==> src/rtl/lwm_pkg.sv <==
// Shared constants, command codes and queue item types for the latency window monitor.
package lwm_pkg;

  localparam int WINDOW_DEPTH  = 64;
  localparam int PENDING_DEPTH = 16;
  localparam int QUEUE_DEPTH   = 4;

  localparam int CMD_W = 2;
  localparam int TS_W  = 16;
  localparam int LAT_W = 16;
  localparam int CNT_W = 16;
  localparam int TOT_W = 32;

  localparam int WIN_AW  = (WINDOW_DEPTH > 1) ? $clog2(WINDOW_DEPTH) : 1;
  localparam int FILL_W  = $clog2(WINDOW_DEPTH + 1);
  localparam int SUM_W   = LAT_W + $clog2(WINDOW_DEPTH);
  localparam int PEND_AW = (PENDING_DEPTH > 1) ? $clog2(PENDING_DEPTH) : 1;
  localparam int PEND_CW = $clog2(PENDING_DEPTH + 1);
  localparam int QUEUE_AW = (QUEUE_DEPTH > 1) ? $clog2(QUEUE_DEPTH) : 1;
  localparam int QUEUE_CW = $clog2(QUEUE_DEPTH + 1);

  typedef enum logic [CMD_W-1:0] {
    CMD_SEND = 2'd0,
    CMD_ACK  = 2'd1,
    CMD_DISC = 2'd2
  } cmd_t;

  // Classified item handed from front to back
  typedef struct packed {
    logic [CMD_W-1:0] cmd;
    logic [LAT_W-1:0] lat;
    logic             lat_valid;
    logic             ovf;
  } q_item_t;

  typedef struct packed {
    logic empty;
    logic full;
  } q_stat_t;

endpackage

==> src/rtl/lwm_ram.sv <==
// Generic simple dual-port RAM with registered read.
module lwm_ram #(
  parameter int WIDTH = 16,
  parameter int DEPTH = 64,
  localparam int AW = (DEPTH > 1) ? $clog2(DEPTH) : 1
) (
  input  logic             clk,
  input  logic             we,
  input  logic [AW-1:0]    waddr,
  input  logic [WIDTH-1:0] wdata,
  input  logic [AW-1:0]    raddr,
  output logic [WIDTH-1:0] rdata
);

  logic [WIDTH-1:0] mem [DEPTH];
  logic [WIDTH-1:0] rdata_r;

  always_ff @(posedge clk) begin
    if (we) begin
      mem[waddr] <= wdata;
    end
    rdata_r <= mem[raddr];
  end

  assign rdata = rdata_r;

endmodule

==> src/rtl/lwm_div.sv <==
// Restoring divider, one quotient bit per cycle, quotient saturated to 16 bits.
module lwm_div (
  input  logic                      clk,
  input  logic                      rst_n,
  input  logic                      start,
  input  logic [lwm_pkg::SUM_W-1:0] dividend,
  input  logic [lwm_pkg::CNT_W-1:0] divisor,
  output logic                      done,
  output logic [lwm_pkg::LAT_W-1:0] quot
);
  import lwm_pkg::*;

  localparam int STEP_W = $clog2(SUM_W + 1);

  logic              busy_r;
  logic              done_r;
  logic [STEP_W-1:0] step_r;
  logic [CNT_W-1:0]  rem_r;
  logic [SUM_W-1:0]  quo_r;
  logic [CNT_W-1:0]  dvs_r;
  logic [CNT_W:0]    rem_sh;
  logic [CNT_W:0]    diff;
  logic              ge;

  assign rem_sh = {rem_r, quo_r[SUM_W-1]};
  assign ge     = rem_sh >= {1'b0, dvs_r};
  assign diff   = rem_sh - {1'b0, dvs_r};

  always_ff @(posedge clk) begin
    if (!rst_n) begin
      busy_r <= 1'b0;
      done_r <= 1'b0;
      step_r <= '0;
    end else begin
      done_r <= 1'b0;
      if (start) begin
        busy_r <= 1'b1;
        step_r <= STEP_W'(SUM_W);
        rem_r  <= '0;
        quo_r  <= dividend;
        dvs_r  <= divisor;
      end else if (busy_r) begin
        rem_r  <= ge ? diff[CNT_W-1:0] : rem_sh[CNT_W-1:0];
        quo_r  <= {quo_r[SUM_W-2:0], ge};
        step_r <= step_r - STEP_W'(1);
        if (step_r == STEP_W'(1)) begin
          busy_r <= 1'b0;
          done_r <= 1'b1;
        end
      end
    end
  end

  assign done = done_r;
  assign quot = (|quo_r[SUM_W-1:LAT_W]) ? '1 : quo_r[LAT_W-1:0];

endmodule

==> src/rtl/lwm_front.sv <==
// Front end: accepts events, keeps the pending request FIFO, measures latency.
module lwm_front (
  input  logic                      clk,
  input  logic                      rst_n,
  input  logic                      in_valid,
  output logic                      in_stall,
  input  logic [lwm_pkg::CMD_W-1:0] in_cmd,
  input  logic [lwm_pkg::TS_W-1:0]  in_now_ms,
  input  lwm_pkg::q_stat_t          q_stat,
  output logic                      q_push,
  output lwm_pkg::q_item_t          q_item
);
  import lwm_pkg::*;

  typedef enum logic [1:0] {
    F_IDLE = 2'b01,
    F_POP  = 2'b10
  } f_state_t;

  localparam logic [PEND_AW:0] PEND_LIM = (PEND_AW + 1)'(PENDING_DEPTH);

  f_state_t           f_state_r, f_state_nxt;
  logic [PEND_AW-1:0] p_head_r, p_head_nxt;
  logic [PEND_CW-1:0] p_count_r, p_count_nxt;
  logic [TS_W-1:0]    now_r;

  logic               accept;
  logic               p_full;
  logic [PEND_AW:0]   tail_sum;
  logic [PEND_AW:0]   tail_wrap;
  logic [PEND_AW-1:0] head_inc;
  logic               pw_en;
  logic [TS_W-1:0]    p_rdata;

  assign in_stall = !((f_state_r == F_IDLE) && !q_stat.full);
  assign accept   = in_valid && !in_stall;
  assign p_full   = p_count_r == PEND_CW'(PENDING_DEPTH);

  assign tail_sum  = {1'b0, p_head_r} + (PEND_AW + 1)'(p_count_r);
  assign tail_wrap = (tail_sum >= PEND_LIM) ? tail_sum - PEND_LIM : tail_sum;
  assign head_inc  = (p_head_r == PEND_AW'(PENDING_DEPTH - 1)) ? '0 : p_head_r + PEND_AW'(1);

  // Read port always sits on the oldest entry; data is ready in F_POP
  lwm_ram #(.WIDTH(TS_W), .DEPTH(PENDING_DEPTH)) u_pend_ram (
    .clk   (clk),
    .we    (pw_en),
    .waddr (tail_wrap[PEND_AW-1:0]),
    .wdata (in_now_ms),
    .raddr (p_head_r),
    .rdata (p_rdata)
  );

  always_comb begin
    f_state_nxt      = f_state_r;
    p_head_nxt       = p_head_r;
    p_count_nxt      = p_count_r;
    pw_en            = 1'b0;
    q_push           = 1'b0;
    q_item.cmd       = in_cmd;
    q_item.lat       = '0;
    q_item.lat_valid = 1'b0;
    q_item.ovf       = 1'b0;
    unique case (f_state_r)
      F_IDLE: begin
        if (accept) begin
          unique case (in_cmd)
            CMD_SEND: begin
              if (!p_full) begin
                pw_en       = 1'b1;
                p_count_nxt = p_count_r + PEND_CW'(1);
              end else begin
                q_item.ovf = 1'b1;
              end
              q_push = 1'b1;
            end
            CMD_ACK: begin
              if (p_count_r != '0) begin
                f_state_nxt = F_POP;
              end else begin
                q_push = 1'b1;
              end
            end
            CMD_DISC: begin
              p_head_nxt  = '0;
              p_count_nxt = '0;
              q_push      = 1'b1;
            end
            default: begin
              q_push = 1'b1;
            end
          endcase
        end
      end
      F_POP: begin
        q_item.cmd       = CMD_ACK;
        q_item.lat       = now_r - p_rdata;
        q_item.lat_valid = 1'b1;
        q_push           = 1'b1;
        p_head_nxt       = head_inc;
        p_count_nxt      = p_count_r - PEND_CW'(1);
        f_state_nxt      = F_IDLE;
      end
      default: begin
        f_state_nxt = F_IDLE;
      end
    endcase
  end

  always_ff @(posedge clk) begin
    if (!rst_n) begin
      f_state_r <= F_IDLE;
      p_head_r  <= '0;
      p_count_r <= '0;
    end else begin
      f_state_r <= f_state_nxt;
      p_head_r  <= p_head_nxt;
      p_count_r <= p_count_nxt;
    end
  end

  always_ff @(posedge clk) begin
    if (accept) begin
      now_r <= in_now_ms;
    end
  end

endmodule

==> src/rtl/lwm_queue.sv <==
// Short FIFO of classified items between front and back.
module lwm_queue (
  input  logic             clk,
  input  logic             rst_n,
  input  logic             push,
  input  lwm_pkg::q_item_t push_item,
  input  logic             pop,
  output lwm_pkg::q_item_t pop_item,
  output lwm_pkg::q_stat_t q_stat
);
  import lwm_pkg::*;

  q_item_t             slots [QUEUE_DEPTH];
  logic [QUEUE_AW-1:0] wr_ptr_r, rd_ptr_r;
  logic [QUEUE_CW-1:0] cnt_r;

  function automatic logic [QUEUE_AW-1:0] ptr_inc(input logic [QUEUE_AW-1:0] p);
    return (p == QUEUE_AW'(QUEUE_DEPTH - 1)) ? '0 : p + QUEUE_AW'(1);
  endfunction

  always_ff @(posedge clk) begin
    if (push) begin
      slots[wr_ptr_r] <= push_item;
    end
  end

  always_ff @(posedge clk) begin
    if (!rst_n) begin
      wr_ptr_r <= '0;
      rd_ptr_r <= '0;
      cnt_r    <= '0;
    end else begin
      if (push) begin
        wr_ptr_r <= ptr_inc(wr_ptr_r);
      end
      if (pop) begin
        rd_ptr_r <= ptr_inc(rd_ptr_r);
      end
      case ({push, pop})
        2'b10:   cnt_r <= cnt_r + QUEUE_CW'(1);
        2'b01:   cnt_r <= cnt_r - QUEUE_CW'(1);
        default: cnt_r <= cnt_r;
      endcase
    end
  end

  assign pop_item     = slots[rd_ptr_r];
  assign q_stat.empty = cnt_r == '0;
  assign q_stat.full  = cnt_r == QUEUE_CW'(QUEUE_DEPTH);

endmodule

==> src/rtl/lwm_back.sv <==
// Back end: counters, sliding window with sum and peak, average, result register.
module lwm_back (
  input  logic                      clk,
  input  logic                      rst_n,
  input  lwm_pkg::q_stat_t          q_stat,
  input  lwm_pkg::q_item_t          q_item,
  output logic                      q_pop,
  output logic                      out_valid,
  input  logic                      out_stall,
  output logic [lwm_pkg::LAT_W-1:0] out_latency,
  output logic                      out_latency_valid,
  output logic [lwm_pkg::LAT_W-1:0] out_average_latency,
  output logic [lwm_pkg::LAT_W-1:0] out_max_latency,
  output logic [lwm_pkg::CNT_W-1:0] out_window_samples,
  output logic [lwm_pkg::TOT_W-1:0] out_total_acks,
  output logic                      out_queue_overflow
);
  import lwm_pkg::*;

  typedef enum logic [5:0] {
    B_IDLE   = 6'b000001,
    B_EVICT  = 6'b000010,
    B_SCAN   = 6'b000100,
    B_DSTART = 6'b001000,
    B_DWAIT  = 6'b010000,
    B_OUT    = 6'b100000
  } b_state_t;

  localparam logic [WIN_AW:0] WIN_LIM = (WIN_AW + 1)'(WINDOW_DEPTH);

  b_state_t          b_state_r, b_state_nxt;
  q_item_t           item_r, item_nxt;
  logic [WIN_AW-1:0] win_head_r, win_head_nxt;
  logic [FILL_W-1:0] win_fill_r, win_fill_nxt;
  logic [SUM_W-1:0]  sum_r, sum_nxt;
  logic [LAT_W-1:0]  peak_r, peak_nxt;
  logic [CNT_W-1:0]  scnt_r, scnt_nxt;
  logic [TOT_W-1:0]  total_r, total_nxt;
  logic [LAT_W-1:0]  avg_r, avg_nxt;
  logic [FILL_W-1:0] scan_idx_r, scan_idx_nxt;
  logic              scan_dv_r, scan_dv_nxt;
  logic [LAT_W-1:0]  scan_max_r, scan_max_nxt;

  logic              out_valid_r, out_valid_nxt;
  logic              out_load;
  logic [LAT_W-1:0]  out_lat_r;
  logic              out_lat_valid_r;
  logic [LAT_W-1:0]  out_avg_r;
  logic [LAT_W-1:0]  out_max_r;
  logic [CNT_W-1:0]  out_scnt_r;
  logic [TOT_W-1:0]  out_total_r;
  logic              out_ovf_r;

  logic              w_we;
  logic [WIN_AW-1:0] w_waddr;
  logic [LAT_W-1:0]  w_wdata;
  logic [WIN_AW-1:0] w_raddr;
  logic [LAT_W-1:0]  w_rdata;

  logic              win_full;
  logic [WIN_AW:0]   tail_sum;
  logic [WIN_AW:0]   tail_wrap;
  logic [WIN_AW-1:0] head_inc;
  logic [LAT_W-1:0]  peak_evict;
  logic              scan_issue;

  logic              div_start;
  logic              div_done;
  logic [LAT_W-1:0]  div_quot;

  assign win_full   = win_fill_r == FILL_W'(WINDOW_DEPTH);
  assign tail_sum   = {1'b0, win_head_r} + (WIN_AW + 1)'(win_fill_r);
  assign tail_wrap  = (tail_sum >= WIN_LIM) ? tail_sum - WIN_LIM : tail_sum;
  assign head_inc   = (win_head_r == WIN_AW'(WINDOW_DEPTH - 1)) ? '0 : win_head_r + WIN_AW'(1);
  assign peak_evict = (item_r.lat > peak_r) ? item_r.lat : peak_r;
  assign scan_issue = scan_idx_r < FILL_W'(WINDOW_DEPTH);

  lwm_ram #(.WIDTH(LAT_W), .DEPTH(WINDOW_DEPTH)) u_win_ram (
    .clk   (clk),
    .we    (w_we),
    .waddr (w_waddr),
    .wdata (w_wdata),
    .raddr (w_raddr),
    .rdata (w_rdata)
  );

  lwm_div u_div (
    .clk      (clk),
    .rst_n    (rst_n),
    .start    (div_start),
    .dividend (sum_r),
    .divisor  (scnt_r),
    .done     (div_done),
    .quot     (div_quot)
  );

  always_comb begin
    b_state_nxt  = b_state_r;
    item_nxt     = item_r;
    win_head_nxt = win_head_r;
    win_fill_nxt = win_fill_r;
    sum_nxt      = sum_r;
    peak_nxt     = peak_r;
    scnt_nxt     = scnt_r;
    total_nxt    = total_r;
    avg_nxt      = avg_r;
    scan_idx_nxt = scan_idx_r;
    scan_dv_nxt  = scan_dv_r;
    scan_max_nxt = scan_max_r;
    q_pop        = 1'b0;
    w_we         = 1'b0;
    w_waddr      = win_head_r;
    w_wdata      = item_r.lat;
    w_raddr      = win_head_r;
    div_start    = 1'b0;
    out_load     = 1'b0;
    unique case (b_state_r)
      B_IDLE: begin
        if (!q_stat.empty) begin
          q_pop    = 1'b1;
          item_nxt = q_item;
          if (q_item.cmd == CMD_ACK) begin
            if (scnt_r != '1) begin
              scnt_nxt = scnt_r + CNT_W'(1);
            end
            if (total_r != '1) begin
              total_nxt = total_r + TOT_W'(1);
            end
            if (q_item.lat_valid && win_full) begin
              // oldest entry is read now, evicted next cycle
              b_state_nxt = B_EVICT;
            end else if (q_item.lat_valid) begin
              w_we         = 1'b1;
              w_waddr      = tail_wrap[WIN_AW-1:0];
              w_wdata      = q_item.lat;
              win_fill_nxt = win_fill_r + FILL_W'(1);
              sum_nxt      = sum_r + SUM_W'(q_item.lat);
              if (q_item.lat > peak_r) begin
                peak_nxt = q_item.lat;
              end
              b_state_nxt = B_DSTART;
            end else begin
              b_state_nxt = B_DSTART;
            end
          end else begin
            b_state_nxt = B_OUT;
          end
        end
      end
      B_EVICT: begin
        w_we         = 1'b1;
        w_waddr      = win_head_r;
        w_wdata      = item_r.lat;
        win_head_nxt = head_inc;
        sum_nxt      = sum_r - SUM_W'(w_rdata) + SUM_W'(item_r.lat);
        if (scnt_r != '0) begin
          scnt_nxt = scnt_r - CNT_W'(1);
        end
        peak_nxt = peak_evict;
        if (w_rdata == peak_evict) begin
          scan_idx_nxt = '0;
          scan_dv_nxt  = 1'b0;
          scan_max_nxt = '0;
          b_state_nxt  = B_SCAN;
        end else begin
          b_state_nxt = B_DSTART;
        end
      end
      B_SCAN: begin
        // one address issued per cycle, data folded in the next cycle
        w_raddr     = scan_idx_r[WIN_AW-1:0];
        scan_dv_nxt = scan_issue;
        if (scan_issue) begin
          scan_idx_nxt = scan_idx_r + FILL_W'(1);
        end
        if (scan_dv_r && (w_rdata > scan_max_r)) begin
          scan_max_nxt = w_rdata;
        end
        if (!scan_issue && !scan_dv_r) begin
          peak_nxt    = scan_max_r;
          b_state_nxt = B_DSTART;
        end
      end
      B_DSTART: begin
        if (scnt_r == '0) begin
          avg_nxt     = '0;
          b_state_nxt = B_OUT;
        end else begin
          div_start   = 1'b1;
          b_state_nxt = B_DWAIT;
        end
      end
      B_DWAIT: begin
        if (div_done) begin
          avg_nxt     = div_quot;
          b_state_nxt = B_OUT;
        end
      end
      B_OUT: begin
        if (!out_valid_r || !out_stall) begin
          out_load    = 1'b1;
          b_state_nxt = B_IDLE;
        end
      end
      default: begin
        b_state_nxt = B_IDLE;
      end
    endcase
  end

  assign out_valid_nxt = out_load || (out_valid_r && out_stall);

  always_ff @(posedge clk) begin
    if (!rst_n) begin
      b_state_r   <= B_IDLE;
      win_head_r  <= '0;
      win_fill_r  <= '0;
      sum_r       <= '0;
      peak_r      <= '0;
      scnt_r      <= '0;
      total_r     <= '0;
      avg_r       <= '0;
      scan_idx_r  <= '0;
      scan_dv_r   <= 1'b0;
      out_valid_r <= 1'b0;
    end else begin
      b_state_r   <= b_state_nxt;
      win_head_r  <= win_head_nxt;
      win_fill_r  <= win_fill_nxt;
      sum_r       <= sum_nxt;
      peak_r      <= peak_nxt;
      scnt_r      <= scnt_nxt;
      total_r     <= total_nxt;
      avg_r       <= avg_nxt;
      scan_idx_r  <= scan_idx_nxt;
      scan_dv_r   <= scan_dv_nxt;
      out_valid_r <= out_valid_nxt;
    end
  end

  always_ff @(posedge clk) begin
    item_r     <= item_nxt;
    scan_max_r <= scan_max_nxt;
    if (out_load) begin
      out_lat_r       <= item_r.lat;
      out_lat_valid_r <= item_r.lat_valid;
      out_avg_r       <= avg_r;
      out_max_r       <= peak_r;
      out_scnt_r      <= scnt_r;
      out_total_r     <= total_r;
      out_ovf_r       <= item_r.ovf;
    end
  end

  assign out_valid           = out_valid_r;
  assign out_latency         = out_lat_r;
  assign out_latency_valid   = out_lat_valid_r;
  assign out_average_latency = out_avg_r;
  assign out_max_latency     = out_max_r;
  assign out_window_samples  = out_scnt_r;
  assign out_total_acks      = out_total_r;
  assign out_queue_overflow  = out_ovf_r;

endmodule

==> src/rtl/latency_window_monitor.sv <==
// Top level of the request/ack latency monitor: front end, item queue, back end.
// Usage:
//   Input channel (in_valid / in_stall): one event per item, in_cmd is send,
//   ack or disconnect, in_now_ms the millisecond timestamp of the event.
//   Result channel (out_valid / out_stall): exactly one result item per input
//   item, in input order, carrying the measured latency and the window status.
// Path of an item, with an idle back end: every item passes the queue and the
//   back end's result state; an ack also waits for the serial divider that
//   forms the average. A matched ack first takes a front state, F_POP, for the
//   pending RAM read, with in_stall high meanwhile. A full window adds an
//   eviction step; evicting the maximum adds a rescan of the whole window.
//   A four-entry queue lets the front end accept events while the back end
//   is still busy.
// Reset: synchronous, active low; pending FIFO, window, counters and the
//   result register are emptied. RAM contents are not cleared.
// Stall: a stalled result holds in the output register; the back end stops
//   once it has its next result ready, the queue fills, then in_stall rises.
module latency_window_monitor (
  input  logic                      clk,
  input  logic                      rst_n,
  input  logic                      in_valid,
  output logic                      in_stall,
  input  logic [lwm_pkg::CMD_W-1:0] in_cmd,
  input  logic [lwm_pkg::TS_W-1:0]  in_now_ms,
  output logic                      out_valid,
  input  logic                      out_stall,
  output logic [lwm_pkg::LAT_W-1:0] out_latency,
  output logic                      out_latency_valid,
  output logic [lwm_pkg::LAT_W-1:0] out_average_latency,
  output logic [lwm_pkg::LAT_W-1:0] out_max_latency,
  output logic [lwm_pkg::CNT_W-1:0] out_window_samples,
  output logic [lwm_pkg::TOT_W-1:0] out_total_acks,
  output logic                      out_queue_overflow
);
  import lwm_pkg::*;

  // front -> queue
  logic    q_push;
  q_item_t push_item;
  // queue -> back
  logic    q_pop;
  q_item_t pop_item;
  q_stat_t q_stat;

  // Front: pending request FIFO, overflow flag, latency measurement
  lwm_front u_front (
    .clk       (clk),
    .rst_n     (rst_n),
    .in_valid  (in_valid),
    .in_stall  (in_stall),
    .in_cmd    (in_cmd),
    .in_now_ms (in_now_ms),
    .q_stat    (q_stat),
    .q_push    (q_push),
    .q_item    (push_item)
  );

  lwm_queue u_queue (
    .clk       (clk),
    .rst_n     (rst_n),
    .push      (q_push),
    .push_item (push_item),
    .pop       (q_pop),
    .pop_item  (pop_item),
    .q_stat    (q_stat)
  );

  // Back: sample counters, window sum and peak, average, result register
  lwm_back u_back (
    .clk                 (clk),
    .rst_n               (rst_n),
    .q_stat              (q_stat),
    .q_item              (pop_item),
    .q_pop               (q_pop),
    .out_valid           (out_valid),
    .out_stall           (out_stall),
    .out_latency         (out_latency),
    .out_latency_valid   (out_latency_valid),
    .out_average_latency (out_average_latency),
    .out_max_latency     (out_max_latency),
    .out_window_samples  (out_window_samples),
    .out_total_acks      (out_total_acks),
    .out_queue_overflow  (out_queue_overflow)
  );

  // front must never push into a full queue
  a_push_room: assert property (@(posedge clk) disable iff (!rst_n)
    q_push |-> !q_stat.full)
    else $error("item pushed into full queue");

  // back must never pop an empty queue
  a_pop_data: assert property (@(posedge clk) disable iff (!rst_n)
    q_pop |-> !q_stat.empty)
    else $error("item popped from empty queue");

  // a matched ack is never also a dropped send
  a_lat_ovf: assert property (@(posedge clk) disable iff (!rst_n)
    (out_valid && out_latency_valid) |-> !out_queue_overflow)
    else $error("result flags both latency and overflow");

  // an unmatched result reports zero latency
  a_lat_zero: assert property (@(posedge clk) disable iff (!rst_n)
    (out_valid && !out_latency_valid) |-> (out_latency == '0))
    else $error("nonzero latency without a match");

endmodule
==> config.mk <==
export PLATFORM = sky130hd
export DESIGN_NAME = latency_window_monitor
export DESIGN_NICKNAME = d
export VERILOG_FILES = /design/src/rtl/lwm_pkg.sv /design/src/rtl/lwm_ram.sv /design/src/rtl/lwm_div.sv /design/src/rtl/lwm_front.sv /design/src/rtl/lwm_queue.sv /design/src/rtl/lwm_back.sv /design/src/rtl/latency_window_monitor.sv
export SDC_FILE = /design/constraint.sdc
export NUM_CORES = 2
export LEC_CHECK = 0
export BUFFER_PORTS_ARGS = -buffer_cell sky130_fd_sc_hd__buf_2
export CELL_PAD_IN_SITES_DETAIL_PLACEMENT = 1
export CELL_PAD_IN_SITES_GLOBAL_PLACEMENT = 1
export CORE_UTILIZATION = 55
export DETAILED_ROUTE_END_ITERATION = 7
export PLACE_DENSITY_LB_ADDON = 0.1
export SETUP_SLACK_MARGIN = 0.02
export SLEW_MARGIN = 15
export SYNTH_ARGS = -nofsm -noshare
export SYNTH_HDL_FRONTEND = slang
export SYNTH_SLANG_ARGS = --single-unit
export TNS_END_PERCENT = 1
==> constraint.sdc <==
create_clock -name clk -period 16.3 [get_ports clk]
set_clock_uncertainty 0.15 [all_clocks]
set_input_delay 2.445 -clock clk [delete_from_list [all_inputs] [get_ports clk]]
set_output_delay 2.445 -clock clk [all_outputs]
set_load 0.03 [all_outputs]
## Word-level counts from Yosys, hierarchy flattened

Memory sizes are Yosys's and may differ from the RTL's. A register that Yosys moved wholly into a read port is not among the register bits.
Cells that the tools add are included.

| cells by class | value |
|---|---|
| shift-type cells | 0 |
| divide/modulo/power cells | 0 |
| mux-type cells | 106 |
| magnitude comparators | 7 |
| reduce and logical (&&, ||, !) cells | 46 |
| equality and inequality tests | 42 |
| $add $sub $neg | 23 |
| bitwise logic cells | 4 |
| multiply operators | 0 |

Operator list:

| kind | count |
|---|---|
| 16-bit 2-to-1 mux | 23 |
| 22-bit 2-to-1 mux | 6 |
| 16-bit one-hot mux with 2 select lines | 3 |
| 6-bit 2-to-1 mux | 14 |
| 16-bit > comparator | 3 |
| 16-bit one-hot mux with 3 select lines | 1 |
| 22-bit by 16-bit adder with 22-bit output | 2 |
| 22-bit one-hot mux with 2 select lines | 1 |
| 6-bit one-hot mux with 6 select lines | 1 |
| 32-bit by 1-bit adder with 32-bit output, second input constant | 1 |
| 1-bit 2-to-1 mux | 32 |
| 32-bit != test, second input constant | 1 |
| 16-bit subtractor | 2 |
| 4-bit 2-to-1 mux | 6 |
| 2-bit by 1-bit != test with 1-bit output, second input constant | 12 |
| 22-bit by 16-bit subtractor with 22-bit output | 1 |
| 5-bit 2-to-1 mux | 4 |
| 5-bit one-hot mux with 2 select lines | 2 |
| 19-bit 2-to-1 mux | 1 |
| 17-bit by 16-bit greater-or-equal comparator with 1-bit output | 1 |
| 16-bit by 1-bit adder with 16-bit output, second input constant | 1 |
| 16-bit == test | 1 |
| 16-bit logical NOT | 1 |
| 16-bit != test, second input constant | 1 |
| 55 further kinds | 107 |

| storage, ports and cells | value |
|---|---|
| logic and storage cells | 267 |
| latch bits | 0 |
| bits in read-only memories | 0 |
| register bits after elaboration | 357 |
| input bits | 22 |
| RAM bits | 1360 |
| memories | 3 |
| output and inout port bits | 100 |

Memory list:

| memory | depth | width | rd ports | clocked after Yosys merged registers in | wr ports | RTL line | source |
|---|---|---|---|---|---|---|---|
| u_back.u_win_ram.mem | 64 | 16 | 1 | 1 | 1 | lwm_ram.sv:15 | `logic [WIDTH-1:0] mem [DEPTH];` |
| u_front.u_pend_ram.mem | 16 | 16 | 1 | 1 | 1 | lwm_ram.sv:15 |  |
| u_queue.slots | 4 | 20 | 1 | 1 | 1 | lwm_queue.sv:13 | `q_item_t slots [QUEUE_DEPTH];` |

## Depth between registers and ports, before layout

| logic depth | value |
|---|---|
| depth in word-level cells | 8 |
| mapped depth | 17 |
| mapped depth without buffers | 16 |

## Cells and area by module

A second synthesis with hierarchy kept.

| second synthesis, totals | value |
|---|---|
| cells, all modules | 4519 |
| area, all modules | 73932.2 µm² |

By module, submodules not included:

| module | area each (µm²) | times used | seq. area each (µm²) | cells an instance |
|---|---|---|---|---|
| lwm_ram (u_back.u_win_ram) | 39978.3 | 1 | 31069.8 | 1820 |
| lwm_back | 14765.4 | 1 | 6566.3 | 1535 |
| lwm_ram (u_front.u_pend_ram) | 10043.4 | 1 | 8007.7 | 432 |
| lwm_div | 3533.4 | 1 | 1761.7 | 316 |
| lwm_queue | 3349.5 | 1 | 2582.5 | 151 |
| lwm_front | 2262.2 | 1 | 700.7 | 265 |

## Least setup slack after synthesis

Ideal clock, no wire load.

| timing | value |
|---|---|
| kind | input to register |
| start | input port out_stall |
| end | register u_back.out_avg_r[0] (netlist: u_back.out_average_latency[0]) (enable) |
| data arrival time | 7074 ps |
| stages on the path | 1 |
| path slack | 8489 ps |
| buffers on the path | 0 |
| required time | 15563 ps |
| library setup time | 587 ps |
| cells stage by stage | a21oi_1 |

| on the way | value |
|---|---|
| longest elaborated chain between the ends | 4 |

Ends and longest elaborated chain:

| element | RTL line | source |
|---|---|---|
| from (decl) | latency_window_monitor.sv:26 | `input logic out_stall,` |
| 1-bit logical NOT | lwm_back.sv:200 | `if (!out_valid_r \|\| !out_stall) begin` |
| 1-bit logical OR | lwm_back.sv:200 |  |
| 1-bit 2-to-1 mux | lwm_back.sv:200 |  |
| 1-bit 2-to-1 mux | lwm_back.sv:117 | `unique case (b_state_r)` |
| to (signal assigned) | lwm_back.sv:247 | `out_avg_r <= avg_r;` |
| to (decl) | lwm_back.sv:48 | `logic [LAT_W-1:0] out_avg_r;` |

No other way between the ends.
A chain may end at the register's enable or synchronous reset.

## Worst setup path in the final report

| timing | value |
|---|---|
| start | register u_back.b_state_r[3] |
| end | register u_back.u_win_ram.rdata_r[8] (netlist: u_back.u_win_ram.rdata[8]), read port of u_back.u_win_ram.mem |

| on the way | value |
|---|---|
| longest elaborated chain between the ends | 2 |

Ends and longest elaborated chain:

| element | RTL line | source |
|---|---|---|
| from (decl) | lwm_back.sv:31 | `b_state_t b_state_r, b_state_nxt;` |
| from (signal assigned) | lwm_back.sv:227 | `b_state_r <= b_state_nxt;` |
| 6-bit by 3-bit == test with 1-bit output | lwm_back.sv:117 |  |
| 6-bit 2-to-1 mux | lwm_back.sv:117 |  |
| to (decl) | lwm_ram.sv:16 | `logic [WIDTH-1:0] rdata_r;` |

No other way between the ends.

==> impl_metrics.tcl <==
set metrics [dict create \
    num_vias 49500 \
    worstMarginPinSlew_ps 1150 \
    wl_per_cell_um 27.9 \
    core-area_um2 134000 \
    p_sw_mw 3.30 \
    grt_pass1_wl_mm 323 \
    synth_top_area_share_pct 63.1 \
    gp_congestion 0.911 \
    grt-ovfl-total 0 \
    netlist_top_cells_count "edfxtp_1, nand2_1, nand3_1, nor2_1, clkbuf_1" \
    tns_ps 0 \
    drc_errors 8 \
    crit_fanout 147 \
    ys_top_cells_by_area "edfxtp_1, nand2_1, dfxtp_1" \
    hold_viol 0 \
    clockRootBuffer "clkbuf_16" \
    period_share_pct 35.9 \
    synth_ff_type "edfxtp_1" \
    path_buf_inv 3 \
    numCtsBuffers 176 \
    antenna_found_initial 8 \
    hpwl_mm 128 \
    rsz0062_at_grt "no" \
    totalWireLength_mm 218 \
    min_period_ps 5850 \
    die_w_um 370 \
    fmax_mhz 171 \
    critical_path.top_delay_family "compound AO/OA/AOI/OAI gates" \
    netSwitchingFraction_pct 28.6 \
    setup_violations 0 \
    violations "design-rule violations" \
    fin_area_um2 83100 \
    drt_iter0_markers 4961 \
    grt_pass1_vias 51100 \
    ys_async_sr_fraction_pct 0 \
    path_cells "nor4_1, and3b_2, buf_4, nand2_1, nand2_4, buf_12, buf_4, a311oi_1, a311oi_1, a211oi_1, a21oi_1, a21oi_1" \
    combPwrFrac_pct 17.1 \
    nets 6089 \
    cts.sinks 1751 \
    first_pass_iters 7 \
    avgSynthCellArea_um2 12.9 \
    slew_headroom_pct 23.1 \
    clk_latency_ps 830 \
    syn_area_um2 74300 \
    slew_viol_final 0 \
    drtAntennaViolNets 0 \
    clockBufferDepth 3 \
    cts_hold_buf 0 \
    cts-htree-levels 4 \
    synth-warning-count 0 \
    criticalPathCategory "flip-flop to flip-flop" \
    grt_max_degree 176 \
    cp.required_ps 16830 \
    yosysTopAreaCell "edfxtp_1" \
    grt_use_total_pct 31.8 \
    path_clk_slew_ps 60 \
    max_stage_delay_ps 880 \
    viasPerCell 6.34 \
    ys_types 83 \
    maxCapViolCount 0 \
    die-area_um2 137000 \
    synth_nets 5965 \
    cellPowerDensity_nw_per_um2 139 \
    post_dp_cell_area_um2 77400 \
    start_util_pct 55.6 \
    yosysSeqAreaShare_pct 68.2 \
    seqPwrFrac_pct 48.4 \
    ir_drop_uv 165 \
    post-synth-top-count-cell "edfxtp_1" \
    post-cts-setup-buffer-count 0 \
    power_frac_clock_pct 34.5 \
    cts_tree "done" \
    status "finished with violations" \
    synth_edf_count 1562 \
    critPathSlowestCell "buf_4" \
    drive_above_1_share_pct 11.1 \
    io-pin-count 122 \
    power_leakage_nw 29.1 \
    syn_to_final_growth_pct 11.8 \
    row_count 134 \
    port_buffers 121 \
    worstHoldPathType "flip-flop to flip-flop" \
    worstSetupStartpointType "flip-flop" \
    crit_arrival_ps 6370 \
    intPower_mw 8.25 \
    cp-end-kind "flip-flop" \
    cts_resized 0 \
    die_h_um 370 \
    syn-instance-count 5759 \
    synth_seq_cells 1751 \
]
[cells in the final DEF (no fill, tap or decap), types with 161 or more instances in the layout]
master / count
a21oi_1: 188
a311oi_1: 195
clkbuf_16: 177
dfxtp_1: 187
edfxtp_1: 1562
ha_1: 161
inv_1: 183
nand2_1: 1229
nand3_1: 307
nor2_1: 285
[through the flow]
stage               std cells  power, mW  hold slack [ps]  worst slack [ps]  utilization, %
floorplan                5759       6.82              250              8490               -
global placement         7472       7.52              254             10640            57.8
detailed placement       7472       7.61              256             10610            57.8
CTS                      7799       11.6              268             10520            62.1
global route             7801       11.9              284             10150            62.1
finish                   7804       11.6              267             10450            62.1
[path summary, 6_finish.rpt]
check,start,endpoint,slack [ps],cells past startpoint
setup / recovery,u_back.b_state_r[3]$_SDFFE_PN0P_,u_back.u_win_ram.rdata[8]$_DFF_P_,10450,12
hold / removal,u_back.avg_r[10]$_SDFFE_PN0P_,u_back.out_average_latency[10]$_DFFE_PP_,270,0
setup reg to reg,u_back.b_state_r[3]$_SDFFE_PN0P_,u_back.u_win_ram.rdata[8]$_DFF_P_,10450,12
hold reg to reg,u_back.avg_r[10]$_SDFFE_PN0P_,u_back.out_average_latency[10]$_DFFE_PP_,270,0
[layout make-up]
class                   count  area, um2
clock inverters            73        753
flip-flops and latches   1751      50700
inverters                 184        693
well taps                1768       2210
multi-input cells        3509      22100
clock buffers             254       4890
fillers                 12800      50700
diodes                      4       10.0
repair buffers            261       1760
[flip-flops by register name (all words and copies together) (netlist names), 18 cells and up, named ones only]
signal,flops
u_back.u_win_ram.mem,1024
u_front.u_pend_ram.mem,256
u_queue.slots,80
u_back.out_total_acks,32
u_back.total_r,32
u_back.sum_r,22
u_back.u_div.quo_r,22
u_back.item_r,18
[power groups by stage]
stage | registers (mW) | logic [mW] | clock network [mW]
after floorplan | 5.73 | 1.09 | 0
final | 5.60 | 1.97 | 3.99
after detailed placement | 5.69 | 1.92 | 0
after CTS | 5.59 | 1.94 | 4.03
after global routing | 5.60 | 2.10 | 4.18
after global placement | 5.68 | 1.84 | 0
[worst reg2reg max path, delay by kind of cell (launching register included)]
kind / cells / cell delay [ps]
AND/OR/NAND/NOR: 4 / 1220
AO/OA/AOI/OAI: 5 / 1890
flip-flops: 1 / 390
buffers and inverters: 3 / 2070
[layer usage]
layer | part of all wire, % | global-route usage [%] | vias up
met3 | 7.3 | 5.15 | 416
li1 | - | - | 21600
met4 | 3.2 | 11.0 | 4
met2 | 49 | 52.3 | 1958
met5 | 0.0087 | 0 | -
met1 | 41 | 43.1 | 25500
[cells by family (layout without fill, tap and decap cells)]
family,Yosys count,after routing,synth area share (%)
simple gates,2215,2215,13.1
flops,1751,1751,68.2
compound gates,848,848,7.81
buf+inv,499,772,2.57
fa+ha+maj,184,184,3.33
xor+xnor,141,141,1.66
mux,121,121,3.32
other cells,0,4,0
Power figures use the tool's default switching activity.
